**config.mk**
```make
export PLATFORM = sky130hd
export DESIGN_NAME = quoted_string_escape_decoder
export DESIGN_NICKNAME = d
export VERILOG_FILES = /design/src/hw/rtl/qsed_pkg.sv /design/src/hw/rtl/quoted_string_escape_decoder.sv /design/src/hw/rtl/qsed_step.sv
export SDC_FILE = /design/constraint.sdc
export NUM_CORES = 1
export LEC_CHECK = 0
export BUFFER_PORTS_ARGS = -buffer_cell sky130_fd_sc_hd__clkbuf_2
export CAP_MARGIN = 20
export CORE_ASPECT_RATIO = 0.75
export CORE_MARGIN = 5
export CORE_UTILIZATION = 61
export DETAILED_ROUTE_END_ITERATION = 10
export GPL_TIMING_DRIVEN = 0
export PLACE_DENSITY_LB_ADDON = 0.12
export SYNTH_ARGS = -nofsm -noshare
export SYNTH_HDL_FRONTEND = slang
export SYNTH_HIERARCHICAL = 1
export SYNTH_SLANG_ARGS = --single-unit
```
**constraint.sdc**
```tcl
create_clock -name i_clk -period 5.65 [get_ports i_clk]
set_clock_uncertainty 0.15 [all_clocks]
set_input_delay 0.8475 -clock i_clk [delete_from_list [all_inputs] [get_ports i_clk]]
set_output_delay 0.8475 -clock i_clk [all_outputs]
set_load 0.005 [all_outputs]
```
**src/hw/rtl/qsed_pkg.sv**
```systemverilog
// Types, constants and helper functions shared by the quoted-string escape decoder.
package qsed_pkg;

    localparam int CpWidth = 21;
    localparam int AccWidth = 32;
    localparam int MaxResults = 5;
    localparam int CntWidth = 3;

    localparam logic [CpWidth-1:0] QuoteReset = 21'h000022;
    localparam logic [CpWidth-1:0] CP_BACKSLASH = 21'h00005C;
    localparam logic [CpWidth-1:0] CP_LOWER_N = 21'h00006E;
    localparam logic [CpWidth-1:0] CP_LOWER_T = 21'h000074;
    localparam logic [CpWidth-1:0] CP_LOWER_R = 21'h000072;
    localparam logic [CpWidth-1:0] CP_ZERO = 21'h000030;
    localparam logic [CpWidth-1:0] CP_SQUOTE = 21'h000027;
    localparam logic [CpWidth-1:0] CP_DQUOTE = 21'h000022;
    localparam logic [CpWidth-1:0] CP_LOWER_X = 21'h000078;
    localparam logic [CpWidth-1:0] CP_LOWER_U = 21'h000075;
    localparam logic [CpWidth-1:0] CP_UPPER_U = 21'h000055;
    localparam logic [AccWidth-1:0] MaxCodepoint = 32'h0010FFFF;

    localparam logic [3:0] DigitsX = 4'd2;
    localparam logic [3:0] DigitsSmallU = 4'd4;
    localparam logic [3:0] DigitsBigU = 4'd8;

    typedef enum logic [1:0] {
        PH_IDLE   = 2'd0,
        PH_BODY   = 2'd1,
        PH_ESCAPE = 2'd2,
        PH_HEX    = 2'd3
    } t_phase;

    typedef enum logic [1:0] {
        KIND_DATA   = 2'd0,
        KIND_DONE   = 2'd1,
        KIND_NOOPEN = 2'd2,
        KIND_BAD    = 2'd3
    } t_kind;

    typedef struct packed {
        logic [CpWidth-1:0] codepoint;
        logic               at_end;
    } t_in_item;

    typedef struct packed {
        logic [7:0] out_byte;
        t_kind      kind;
        logic       last;
    } t_out_item;

    typedef struct packed {
        t_phase              phase;
        logic [AccWidth-1:0] hex_accumulator;
        logic [3:0]          digits_left;
        logic                hex_gives_raw_byte;
    } t_state;

    // Results of one item; byte 0 sits in the low bits. A count of zero means no result.
    typedef struct packed {
        logic [8*MaxResults-1:0] bytes;
        logic [CntWidth-1:0]     count;
        t_kind                   kind;
    } t_bundle;

    typedef struct packed {
        logic [31:0] bytes;
        logic [2:0]  count;
    } t_utf8;

    typedef struct packed {
        logic       valid;
        logic [3:0] value;
    } t_hex;

    function automatic t_utf8 utf8_encode(input logic [CpWidth-1:0] v);
        t_utf8 r;
        r = '0;
        if (v < 21'h80) begin
            r.bytes = {24'h0, v[7:0]};
            r.count = 3'd1;
        end else if (v < 21'h800) begin
            r.bytes = {16'h0, 2'b10, v[5:0], 3'b110, v[10:6]};
            r.count = 3'd2;
        end else if (v < 21'h10000) begin
            r.bytes = {8'h0, 2'b10, v[5:0], 2'b10, v[11:6], 4'b1110, v[15:12]};
            r.count = 3'd3;
        end else begin
            r.bytes = {2'b10, v[5:0], 2'b10, v[11:6], 2'b10, v[17:12], 5'b11110, v[20:18]};
            r.count = 3'd4;
        end
        return r;
    endfunction

    function automatic t_hex hex_digit(input logic [CpWidth-1:0] c);
        t_hex r;
        r = '0;
        if (c inside {[21'h30:21'h39]}) begin
            r.valid = 1'b1;
            r.value = c[3:0];
        end else if (c inside {[21'h61:21'h66], [21'h41:21'h46]}) begin
            r.valid = 1'b1;
            r.value = 4'(c[3:0] + 4'd9);
        end
        return r;
    endfunction

endpackage

```
**src/hw/rtl/quoted_string_escape_decoder.sv**
```systemverilog
// Top level of the quoted-string escape decoder: state, result register and handshakes.
//
// The decoder takes one codepoint item per clock and turns a quoted string into a stream of
// UTF-8 byte items followed by a status item. Each accepted item is decoded in the cycle it is
// accepted, and all of its results (up to five: a backslash plus a four-byte sequence) land in
// one result register that is drained one result item per cycle. An item that gives zero or one
// result does not hold the input, so plain ASCII text and quotes run at one item per clock.
// An item that gives more results holds the input side until its last result leaves,
// because the result register hands out one item per cycle; the next item is taken in the same
// cycle as the final result of the previous one leaves. An output stall stalls the input while
// the result register holds results, since it keeps the results of only one item at a time.
// The quote character is written through the configuration channel, which is always ready; it
// must only be changed while the decoder has no results pending.
module quoted_string_escape_decoder
    import qsed_pkg::*;
(
    input  logic               i_clk,
    input  logic               i_rst_n,
    input  logic               i_in_valid,
    output logic               o_in_ready,
    input  t_in_item           i_in_item,
    output logic               o_out_valid,
    input  logic               i_out_ready,
    output t_out_item          o_out_item,
    input  logic               i_cfg_valid,
    output logic               o_cfg_ready,
    input  logic [CpWidth-1:0] i_cfg_quote_char
);

    t_state                  r_state;
    t_state                  n_state;
    logic [CpWidth-1:0]      r_quote;
    logic [8*MaxResults-1:0] r_bytes;
    logic [CntWidth-1:0]     r_left;
    t_kind                   r_kind;
    t_bundle                 step_bundle;
    logic                    pop;
    logic                    accept;

    // The decode itself is pure logic from the accepted item and the current state.
    qsed_step u_step (
        .i_state      (r_state),
        .i_quote_char (r_quote),
        .i_item       (i_in_item),
        .o_state      (n_state),
        .o_bundle     (step_bundle)
    );

    // The result register shows its lowest byte; popping shifts the next byte down.
    assign o_out_valid = (r_left != '0);
    assign pop = o_out_valid && i_out_ready;
    assign o_out_item.out_byte = r_bytes[7:0];
    assign o_out_item.kind = r_kind;
    assign o_out_item.last = (r_left == CntWidth'(1));

    // A new item is taken when the result register is empty or its final result leaves now.
    assign o_in_ready = (r_left == '0) || (pop && r_left == CntWidth'(1));
    assign accept = i_in_valid && o_in_ready;

    assign o_cfg_ready = 1'b1;

    always_ff @(posedge i_clk) begin
        if (!i_rst_n) begin
            r_quote <= QuoteReset;
        end else if (i_cfg_valid) begin
            r_quote <= i_cfg_quote_char;
        end
    end

    always_ff @(posedge i_clk) begin
        if (!i_rst_n) begin
            r_state <= '{PH_IDLE, '0, '0, 1'b0};
        end else if (accept) begin
            r_state <= n_state;
        end
    end

    always_ff @(posedge i_clk) begin
        if (!i_rst_n) begin
            r_left <= '0;
        end else if (accept && step_bundle.count != '0) begin
            r_left <= step_bundle.count;
        end else if (pop) begin
            r_left <= CntWidth'(r_left - CntWidth'(1));
        end
    end

    always_ff @(posedge i_clk) begin
        if (accept && step_bundle.count != '0) begin
            r_bytes <= step_bundle.bytes;
            r_kind <= step_bundle.kind;
        end else if (pop) begin
            r_bytes <= {8'h00, r_bytes[8*MaxResults-1:8]};
        end
    end

    // A hex escape always has digits still to come.
    a_hex_digits: assert property (@(posedge i_clk) disable iff (!i_rst_n)
        r_state.phase == PH_HEX |-> r_state.digits_left != 4'd0)
        else $error("hex phase with no digits left");

    // Outside a hex escape the accumulator and its flags are cleared.
    a_hex_clear: assert property (@(posedge i_clk) disable iff (!i_rst_n)
        r_state.phase != PH_HEX |->
            r_state.hex_accumulator == '0 && r_state.digits_left == 4'd0
            && !r_state.hex_gives_raw_byte)
        else $error("hex state left over outside a hex escape");

    // A status item is alone for its input item and carries a zero byte.
    a_status_last: assert property (@(posedge i_clk) disable iff (!i_rst_n)
        o_out_valid && o_out_item.kind != KIND_DATA |->
            o_out_item.last && o_out_item.out_byte == 8'h00)
        else $error("status item not final or byte not zero");

    // While results are on show, the input only opens on the final result of the previous item.
    a_ready_on_last: assert property (@(posedge i_clk) disable iff (!i_rst_n)
        o_in_ready && o_out_valid |-> o_out_item.last)
        else $error("input taken before previous results were drained");

    // A popped non-final result is followed by another result of the same item.
    a_burst_continues: assert property (@(posedge i_clk) disable iff (!i_rst_n)
        pop && !o_out_item.last |=> o_out_valid && $stable(r_kind))
        else $error("result burst broken");

endmodule

```
**src/hw/rtl/qsed_step.sv**
```systemverilog
// Next-state and result logic for one accepted item of the escape decoder.
module qsed_step
    import qsed_pkg::*;
(
    input  t_state                   i_state,
    input  logic [CpWidth-1:0]       i_quote_char,
    input  t_in_item                 i_item,
    output t_state                   o_state,
    output t_bundle                  o_bundle
);

    logic [CpWidth-1:0]  cp;
    logic                at_end;
    t_utf8               enc_cp;
    t_utf8               enc_hex;
    t_hex                hv;
    logic [AccWidth-1:0] acc_new;
    logic [3:0]          digits_new;

    assign cp = i_item.codepoint;
    assign at_end = i_item.at_end;
    assign enc_cp = utf8_encode(cp);
    assign hv = hex_digit(cp);
    assign acc_new = {i_state.hex_accumulator[AccWidth-5:0], hv.value};
    assign digits_new = (i_state.digits_left != 4'd0) ? 4'(i_state.digits_left - 4'd1) : 4'd0;
    assign enc_hex = utf8_encode(acc_new[CpWidth-1:0]);

    always_comb begin
        t_bundle fin;
        fin = '{bytes: '0, count: 3'd1, kind: KIND_BAD};
        o_state = i_state;
        o_bundle = '{bytes: '0, count: '0, kind: KIND_DATA};

        case (i_state.phase)
            PH_IDLE: begin
                if (!at_end && cp == i_quote_char) begin
                    o_state.phase = PH_BODY;
                end else begin
                    o_state = '{PH_IDLE, '0, '0, 1'b0};
                    o_bundle = fin;
                    o_bundle.kind = KIND_NOOPEN;
                end
            end
            PH_BODY: begin
                if (at_end) begin
                    o_state = '{PH_IDLE, '0, '0, 1'b0};
                    o_bundle = fin;
                end else if (cp == i_quote_char) begin
                    o_state = '{PH_IDLE, '0, '0, 1'b0};
                    o_bundle = fin;
                    o_bundle.kind = KIND_DONE;
                end else if (cp == CP_BACKSLASH) begin
                    o_state.phase = PH_ESCAPE;
                end else begin
                    o_bundle.bytes = {8'h00, enc_cp.bytes};
                    o_bundle.count = enc_cp.count;
                end
            end
            PH_ESCAPE: begin
                if (at_end) begin
                    o_state = '{PH_IDLE, '0, '0, 1'b0};
                    o_bundle = fin;
                end else begin
                    o_state.phase = PH_BODY;
                    o_bundle.count = 3'd1;
                    case (cp)
                        CP_BACKSLASH: o_bundle.bytes = 40'h5C;
                        CP_LOWER_N:   o_bundle.bytes = 40'h0A;
                        CP_LOWER_T:   o_bundle.bytes = 40'h09;
                        CP_LOWER_R:   o_bundle.bytes = 40'h0D;
                        CP_ZERO:      o_bundle.bytes = 40'h00;
                        CP_SQUOTE:    o_bundle.bytes = 40'h27;
                        CP_DQUOTE:    o_bundle.bytes = 40'h22;
                        CP_LOWER_X: begin
                            o_state = '{PH_HEX, '0, DigitsX, 1'b1};
                            o_bundle.count = '0;
                        end
                        CP_LOWER_U: begin
                            o_state = '{PH_HEX, '0, DigitsSmallU, 1'b0};
                            o_bundle.count = '0;
                        end
                        CP_UPPER_U: begin
                            o_state = '{PH_HEX, '0, DigitsBigU, 1'b0};
                            o_bundle.count = '0;
                        end
                        default: begin
                            // Unknown escape keeps its backslash in front.
                            o_bundle.bytes = {enc_cp.bytes, 8'h5C};
                            o_bundle.count = 3'(enc_cp.count + 3'd1);
                        end
                    endcase
                end
            end
            PH_HEX: begin
                if (at_end || !hv.valid) begin
                    o_state = '{PH_IDLE, '0, '0, 1'b0};
                    o_bundle = fin;
                end else if (digits_new != 4'd0) begin
                    o_state.hex_accumulator = acc_new;
                    o_state.digits_left = digits_new;
                end else if (i_state.hex_gives_raw_byte) begin
                    o_state = '{PH_BODY, '0, '0, 1'b0};
                    o_bundle.bytes = {32'h0, acc_new[7:0]};
                    o_bundle.count = 3'd1;
                end else if (acc_new > MaxCodepoint) begin
                    o_state = '{PH_IDLE, '0, '0, 1'b0};
                    o_bundle = fin;
                end else begin
                    o_state = '{PH_BODY, '0, '0, 1'b0};
                    o_bundle.bytes = {8'h00, enc_hex.bytes};
                    o_bundle.count = enc_hex.count;
                end
            end
            default: begin
                o_state = '{PH_IDLE, '0, '0, 1'b0};
            end
        endcase
    end

endmodule

```
After elaboration in Yosys (flattened, before gate mapping)
Index checks and enable logic that the tools add are counted.
{"block": "op_classes", "n_eq_ne": 20, "n_reduce_logical": 26, "bitwise": 0, "mux": 44, "shifts": 0, "n_addsub": 4, "div": 0, "multipliers": 0, "order_cmp": 13}
{"operator": "35-bit two-way mux", "n": 9}
{"operator": "40-bit one-hot mux with 7 select lines", "n": 1}
{"operator": "45-bit one-hot mux with 4 select lines", "n": 1}
{"operator": "39-bit two-way mux", "n": 4}
{"operator": "39-bit one-hot mux with 4 select lines", "n": 1}
{"operator": "21-bit by 7-bit == test with 1-bit output (second input constant)", "n": 7}
{"operator": "45-bit two-way mux", "n": 3}
{"operator": "39-bit one-hot mux with 3 select lines", "n": 1}
{"operator": "43-bit two-way mux", "n": 2}
{"operator": "40-bit two-way mux", "n": 2}
{"operator": "37-bit two-way mux", "n": 2}
{"operator": "21-bit by 6-bit == test with 1-bit output (second input constant)", "n": 3}
{"operator": "21-bit by 7-bit greater-or-equal comparator with 1-bit output (second input constant)", "n": 2}
{"operator": "21-bit by 7-bit less-or-equal comparator with 1-bit output (second input constant)", "n": 2}
{"operator": "21-bit by 12-bit less-than comparator with 1-bit output (second input constant)", "n": 2}
{"operator": "21-bit by 17-bit less-than comparator with 1-bit output (second input constant)", "n": 2}
{"operator": "21-bit by 8-bit less-than comparator with 1-bit output (second input constant)", "n": 2}
{"operator": "38-bit two-way mux", "n": 1}
{"operator": "36-bit two-way mux", "n": 1}
{"operator": "32-bit by 21-bit > comparator with 1-bit output (second input constant)", "n": 1}
{"operator": "21-bit == test", "n": 1}
{"operator": "21-bit by 6-bit greater-or-equal comparator with 1-bit output (second input constant)", "n": 1}
{"operator": "21-bit by 6-bit less-or-equal comparator with 1-bit output (second input constant)", "n": 1}
{"operator": "2-bit two-way mux", "n": 6}
{"operator": "other kinds (30)", "n": 49}
{"block": "word_totals", "latch_bits": 0, "ram_bits": 0, "register_bits": 101, "word_cells": 115, "rom_bits": 0, "in_bits": 48, "memories": 0, "out_inout_bits": 14}

Logic depth before layout (Yosys ltp)
Gate-level depths: netlist (run 1).
{"block": "depth", "depth_word": 17, "depth_mapped": 17, "mapped_depth_nobuf": 14}

Cells and area by module
Netlist (run 1), hierarchy kept.
{"mod": "quoted_string_escape_decoder", "cells_each": 437, "seq_area_each_um2": 2522.4, "area_each_um2": 4174.0, "instances": 1}
{"mod": "qsed_step", "cells_each": 498, "seq_area_each_um2": 0.0, "area_each_um2": 3052.9, "instances": 1}

Worst setup path before layout (run 1)
Ideal clock, no wire load.
{"block": "synth_path", "kind": "input port to flip-flop", "start": "input i_in_item[2] (netlist bit)", "end": "register r_left[1]", "n_path_buf": 2, "required_ns": 5.377, "arrival_ns": 4.602, "slack_ns": 0.775, "setup_time_ns": 0.123, "stages": 15, "cell_sequence": "buf_2 -> inv_1 -> ha_1 -> or4_1 -> and3_1 -> and4_1 -> buf_2 -> o2111ai_1 -> nor2_1 -> nand2_1 -> o21ai_0 -> or3_4 -> nand3_4 -> nand2_1 -> o221a_1"}
{"item": "start, declared", "line_no": "quoted_string_escape_decoder.sv:21", "source": "input t_in_item i_in_item,"}
{"item": "end signal, assigned", "line_no": "quoted_string_escape_decoder.sv:82", "source": "r_left <= step_bundle.count;"}
{"item": "end signal, assigned", "line_no": "quoted_string_escape_decoder.sv:84", "source": "r_left <= CntWidth'(r_left - CntWidth'(1));"}
{"item": "end, declared", "line_no": "quoted_string_escape_decoder.sv:34", "source": "logic [CntWidth-1:0] r_left;"}

==> results of run 1 <==
==> worst min-delay path: stages (launching register included) <==
cell,delay (ps)
dfxtp_1,310
nand2_1,50
a21oi_1,50
==> final cells by class <==
cell class	count	area share, %
Multi-Input combinational cell	712	52.42
Sequential cell	101	31.22
Buffer	85	5.837
Timing Repair Buffer	54	3.454
Clock buffer	9	2.879
Tap cell	144	2.303
Clock inverter	7	0.9755
Inverter	19	0.9116
==> how the worst min path moves through the flow <==
stage                  to  slack (ps)  depth (start not counted)
3_5_place_dp   r_state[8]         300                          2
5_1_grt        r_state[8]         340                          2
2_1_floorplan  r_state[8]         290                          2
4_1_cts        r_state[8]         310                          2
3_3_place_gp   r_state[8]         300                          2
6_report       r_state[8]         310                          2
==> registers in the layout, indices dropped and copies added (netlist names) <==
register / flops
r_bytes: 40
r_state: 35
r_quote: 21
r_left: 3
r_kind: 2
==> cell usage in the layout (no fill, tap or decap), types with 6 or more instances in the layout <==
| cell | n |
|---|---|
| mux2i_1 | 23 |
| nand4_1 | 13 |
| a22oi_1 | 15 |
| o211ai_1 | 8 |
| nor2_1 | 56 |
| inv_1 | 16 |
| nor4_1 | 16 |
| clkbuf_2 | 55 |
| nand3_1 | 13 |
| and2_1 | 13 |
| nor3_1 | 26 |
| dfxtp_1 | 59 |
| ha_1 | 7 |
| o21ai_0 | 40 |
| and3_1 | 7 |
| buf_4 | 12 |
| or4_1 | 6 |
| edfxtp_1 | 42 |
| o21a_1 | 6 |
| buf_6 | 7 |
| clkbuf_16 | 9 |
| a21oi_1 | 72 |
| nand2_1 | 223 |
| clkbuf_1 | 34 |
| buf_2 | 31 |
| xnor2_1 | 23 |
| a22o_1 | 29 |
| o21ai_1 | 6 |
==> routing by layer <==
layer	vias to the layer above	track usage, %
met5	-	0
li1	3393	-
met4	0	8.059
met3	50	10.98
met2	465	46.41
met1	3289	44.70
==> stage by stage <==
| stage | instances | setup WS [ps] | utilization (%) | TNS [ps] |
|---|---|---|---|---|
| after detailed placement | 1114 | 222.5 | 65.69 | 0 |
| after floorplan | 917 | 775.3 | - | 0 |
| after CTS | 1130 | 574.0 | 68.33 | 0 |
| after global placement | 1114 | -355.6 | 65.67 | -9316 |
| after global routing | 1131 | 266.8 | 68.37 | 0 |
| final | 1131 | 546.1 | 68.37 | 0 |
==> power by group <==
part	internal [mW]	total [mW]	switching [mW]
sequential	1.03	1.08	0.0534
clock	0.319	0.647	0.328
combinational	0.294	0.805	0.511
==> impl_metrics.json, run 1 <==
{
  "clk_pin_slew_ps": 80,
  "critPathRequiredTime_ps": 5750,
  "fp.coreArea_sq_um": 11440,
  "timing.rr.end": "r_bytes[34]",
  "fin_crit_ps": 5104,
  "place_area_sq_um": 7517,
  "drt-met1-wl_mm": 9.457,
  "cp_slowest_cell": "nand2_2",
  "postLayoutCellArea_sq_um": 7824,
  "cp.depth": 16,
  "initial_utilization_pct": 61.71,
  "netlist_area_sq_um": 7062,
  "worstPathArrival_ps": 5200,
  "htree_levels": 3,
  "start_kind": "input port",
  "remaining_drc_errors": 0,
  "cts.sinks": 101,
  "rr_worst_depth": 11,
  "clock_latency_ps": 360,
  "drt_iter0_drc": 871,
  "num-nets-final": 1037,
  "rsz0062_at_grt": "no",
  "cap_violations": 0,
  "drive_gt1_share_pct": 14.39,
  "place.gp.congestion": 0.9844,
  "finalSetupViolCount": 0,
  "critPathKind": "in2reg",
  "power_mw": 2.532,
  "multi_input_area_sq_um": 4101,
  "leakage_nw": 3.069,
  "startpoint": "i_in_item[2]",
  "die_w_um": 134.2,
  "clock.fmax_mhz": 195.9,
  "path_cells": "clkbuf_2 -> buf_2 -> inv_1 -> ha_1 -> or4_1 -> and3_1 -> and4_1 -> buf_2 -> o2111ai_1 -> nor2_1 -> nand2_1 -> o21ai_0 -> or3_4 -> nand3_4 -> nand2_2 -> o221a_1",
  "worstMarginPinSlew_ps": 1143,
  "fin_crit_sh_pct": 90.33,
  "worstHoldStart": "r_state[8]",
  "endpoint_kind": "flop",
  "detail_route.wl_per_cell_um": 19.52,
  "syn2layout_area_growth_pct": 10.79,
  "cts_tree": "done",
  "cts-resized-gates": 0,
  "status": "finished, final reports clean",
  "die_area_sq_um": 13850,
  "cpLargestDelayFamily": "simple AND/OR/NAND/NOR gates",
  "dieHeight_um": 103.2,
  "wl_met3_mm": 3.016,
  "io_buffer_count": 53,
  "design.portCount": 62,
  "grt_overflow_total": 0,
  "firstDrtPassIters": 8,
  "rows": 34,
  "synth_warnings": 6,
  "grt_pass1_wl_mm": 34.54,
  "cts_setup_buffers": 0,
  "fillers": 1003,
  "critPathBufInv": 4,
  "final-hold-violation-count": 0,
  "slew_headroom_pct": 23.24,
  "wl_mm": 22.08,
  "grt_max_degree": 42,
  "vias_per_cell": 6.363,
  "r2r-start": "r_state[20]",
  "route.met2.wl_mm": 9.207,
  "whs_ps": 312.0,
  "hp-class": "reg2reg",
  "cts_root_buf": "clkbuf_16",
  "top_layer": "met4",
  "dp_hpwl_mm": 16.27,
  "irDropWorstVdd_mv": 0.2315,
  "critPathMostFrequentCell": "buf_2",
  "critPathMaxStageDelay_ps": 540,
  "slew_viol_final": 0,
  "r2r_slack_ps": 1070,
  "powerDensity_nw_per_um2": 323.6,
  "synth.avg_cell_area_sq_um": 7.718,
  "cp_max_fo": 41,
  "seq_area_sq_um": 2442,
  "grt_use_total_pct": 31.56,
  "syn_inst": 915,
  "cts_buffers": 9,
  "crit_end": "r_left[1]",
  "clockBufferDepth": 2,
  "ctsHoldBuffers": 0,
  "dr_total_vias": 7197,
  "grt_pass1_vias": 6468,
  "n_antenna_cell": 0,
  "ant_nets": 0,
  "antenna_found_initial": 0
}
Note: power is estimated with default switching activity, not from simulation.
==> run 2, diff against run 1 <==
CORE_UTILIZATION = 55   (was 61)
HOLD_SLACK_MARGIN = 0.15   (was default)
MAX_ROUTING_LAYER = met4   (was default)
==> impl_metrics.json, run 2 (same netlist as run 1, synthesis figures left out) <==
{
  "status": "finished, final reports clean",
  "top_regs": "r_bytes: 40 flops, r_state: 35 flops, r_quote: 21 flops",
  "clockBufferDepth": 2,
  "top_register": "r_bytes",
  "remaining_drc_errors": 0,
  "die_area_sq_um": 15230,
  "num-nets-final": 1037,
  "place.gp.congestion": 1.002,
  "rows": 35,
  "worstPathArrival_ps": 5310,
  "fin_crit_ps": 5215,
  "cp_slowest_cell": "nand2_2",
  "io_buffer_count": 53,
  "seq_area_sq_um": 2442,
  "drive_gt1_share_pct": 14.39,
  "start_kind": "input port",
  "worstMarginPinSlew_ps": 1076,
  "dieHeight_um": 108.1,
  "cts_buffers": 9,
  "irDropWorstVdd_mv": 0.3813,
  "finalSetupViolCount": 0,
  "htree_levels": 3,
  "n_antenna_cell": 0,
  "wl_mm": 22.06,
  "setup_tns_ps": 0,
  "cts.sinks": 101,
  "rsz0062_at_grt": "no",
  "critPathMaxStageDelay_ps": 560,
  "final_util_pct": 63.08,
  "final-hold-violation-count": 0,
  "largest_register_ffs": 40,
  "slew_headroom_pct": 27.74,
  "fp.coreArea_sq_um": 12440,
  "critPathKind": "in2reg",
  "cap_violations": 0,
  "vias_per_cell": 6.239,
  "clk_pin_slew_ps": 80,
  "antenna_found_initial": 0,
  "path_cells": "clkbuf_2 -> buf_2 -> inv_1 -> ha_1 -> or4_1 -> and3_1 -> and4_1 -> buf_2 -> o2111ai_1 -> nor2_1 -> nand2_1 -> o21ai_0 -> or3_4 -> nand3_4 -> nand2_2 -> o221a_1",
  "dp_hpwl_mm": 16.44,
  "multi_input_area_sq_um": 4101,
  "r2r_slack_ps": 1090,
  "critPathRequiredTime_ps": 5750,
  "die_w_um": 140.8,
  "grt_max_degree": 42,
  "ant_nets": 0,
  "dr_total_vias": 7194,
  "ctsHoldBuffers": 0,
  "fin_crit_sh_pct": 92.30,
  "powerDensity_nw_per_um2": 321.2,
  "grt_pass1_vias": 6521,
  "crit_end": "r_left[1]",
  "hp-class": "reg2reg",
  "rr_worst_depth": 11,
  "power_mw": 2.520,
  "leakage_nw": 3.063,
  "slew_viol_final": 0,
  "initial_utilization_pct": 56.78,
  "endpoint_kind": "flop",
  "grt_pass1_wl_mm": 35.58,
  "clock.fmax_mhz": 191.8,
  "layout_commonest_cell": "nand2_1",
  "layout_common_cells": "nand2_1 (223), a21oi_1 (72), dfxtp_1 (59)",
  "detail_route.wl_per_cell_um": 19.14,
  "grt_overflow_total": 0,
  "design.portCount": 62,
  "cts-resized-gates": 0,
  "cts_root_buf": "clkbuf_16",
  "startpoint": "i_in_item[2]",
  "grt_use_total_pct": 29.99,
  "cts_tree": "done",
  "cts_setup_buffers": 0,
  "critPathMostFrequentCell": "buf_2",
  "drt_iter0_drc": 980,
  "r2r-start": "r_state[20]",
  "clock_latency_ps": 350,
  "fillers": 1166,
  "timing.rr.end": "r_bytes[24]",
  "cp_max_fo": 41,
  "syn2layout_area_growth_pct": 11.09,
  "firstDrtPassIters": 6
}
-- run 2: cell types whose count changed in the layout (fill, tap and decap cells not counted), sizes merged --
cell and delta:
clkinvlp +1, buf +1, inv -1, clkbuf -1
-- run 2: power by group --
part / total, mW / switching, mW / leakage (nW) / internal, mW
Combinational: 0.812 / 0.517 / 2.02 / 0.294
Sequential: 1.08 / 0.0533 / 0.898 / 1.03
Clock: 0.628 / 0.314 / 0.142 / 0.314
Total: 2.52 / 0.885 / 3.06 / 1.63
-- run 2: per-stage QoR --
stage / hold WS (ps) / instances / instance area, sq um / worst slack [ps]
floorplan: 285.1 / 917 / 7069 / 775.3
global placement: 301.0 / 1136 / 7542 / -418.6
detailed placement: 305.8 / 1137 / 7550 / 140.3
CTS: 317.9 / 1153 / 7845 / 479.0
global route: 351.3 / 1153 / 7845 / 248.6
finish: 322.2 / 1153 / 7845 / 435.0
-- run 2: worst min path at each step --
stage               slack (ps)  depth (start not counted)       start          to
finish                     320                          2  r_state[8]  r_state[8]
global route               350                          2  r_state[8]  r_state[8]
CTS                        320                          2  r_state[8]  r_state[8]
detailed placement         310                          2  r_state[8]  r_state[8]
global placement           300                          2  r_state[8]  r_state[8]
floorplan                  290                          2  r_state[8]  r_state[8]
-- run 2: metal layers --
layer	global-route usage [%]	up-vias	part of all wire [%]
met3	6.410	46	12
met1	44.53	3308	46
met2	41.39	446	40
li1	-	3394	-
met5	-	-	0
met4	7.054	0	1.9
-- run 2: critical path: cells and delay by family --
family | cells | cell delay (ps)
buffers and inverters | 4 | 690
adders and majority gates | 1 | 250
AOI/OAI and AO/OA | 3 | 1190
and+or+nand+nor | 8 | 2310
-- run 2: final cells by class --
| class | instances | area share, % |
|---|---|---|
| plain buffers | 85 | 5.821 |
| clock buffers | 9 | 2.871 |
| clock inverters | 7 | 0.8931 |
| inverters | 19 | 0.9091 |
| multi-input cells | 712 | 52.28 |
| flip-flops and latches | 101 | 31.13 |
| well taps | 166 | 2.648 |
| repair buffers | 54 | 3.445 |
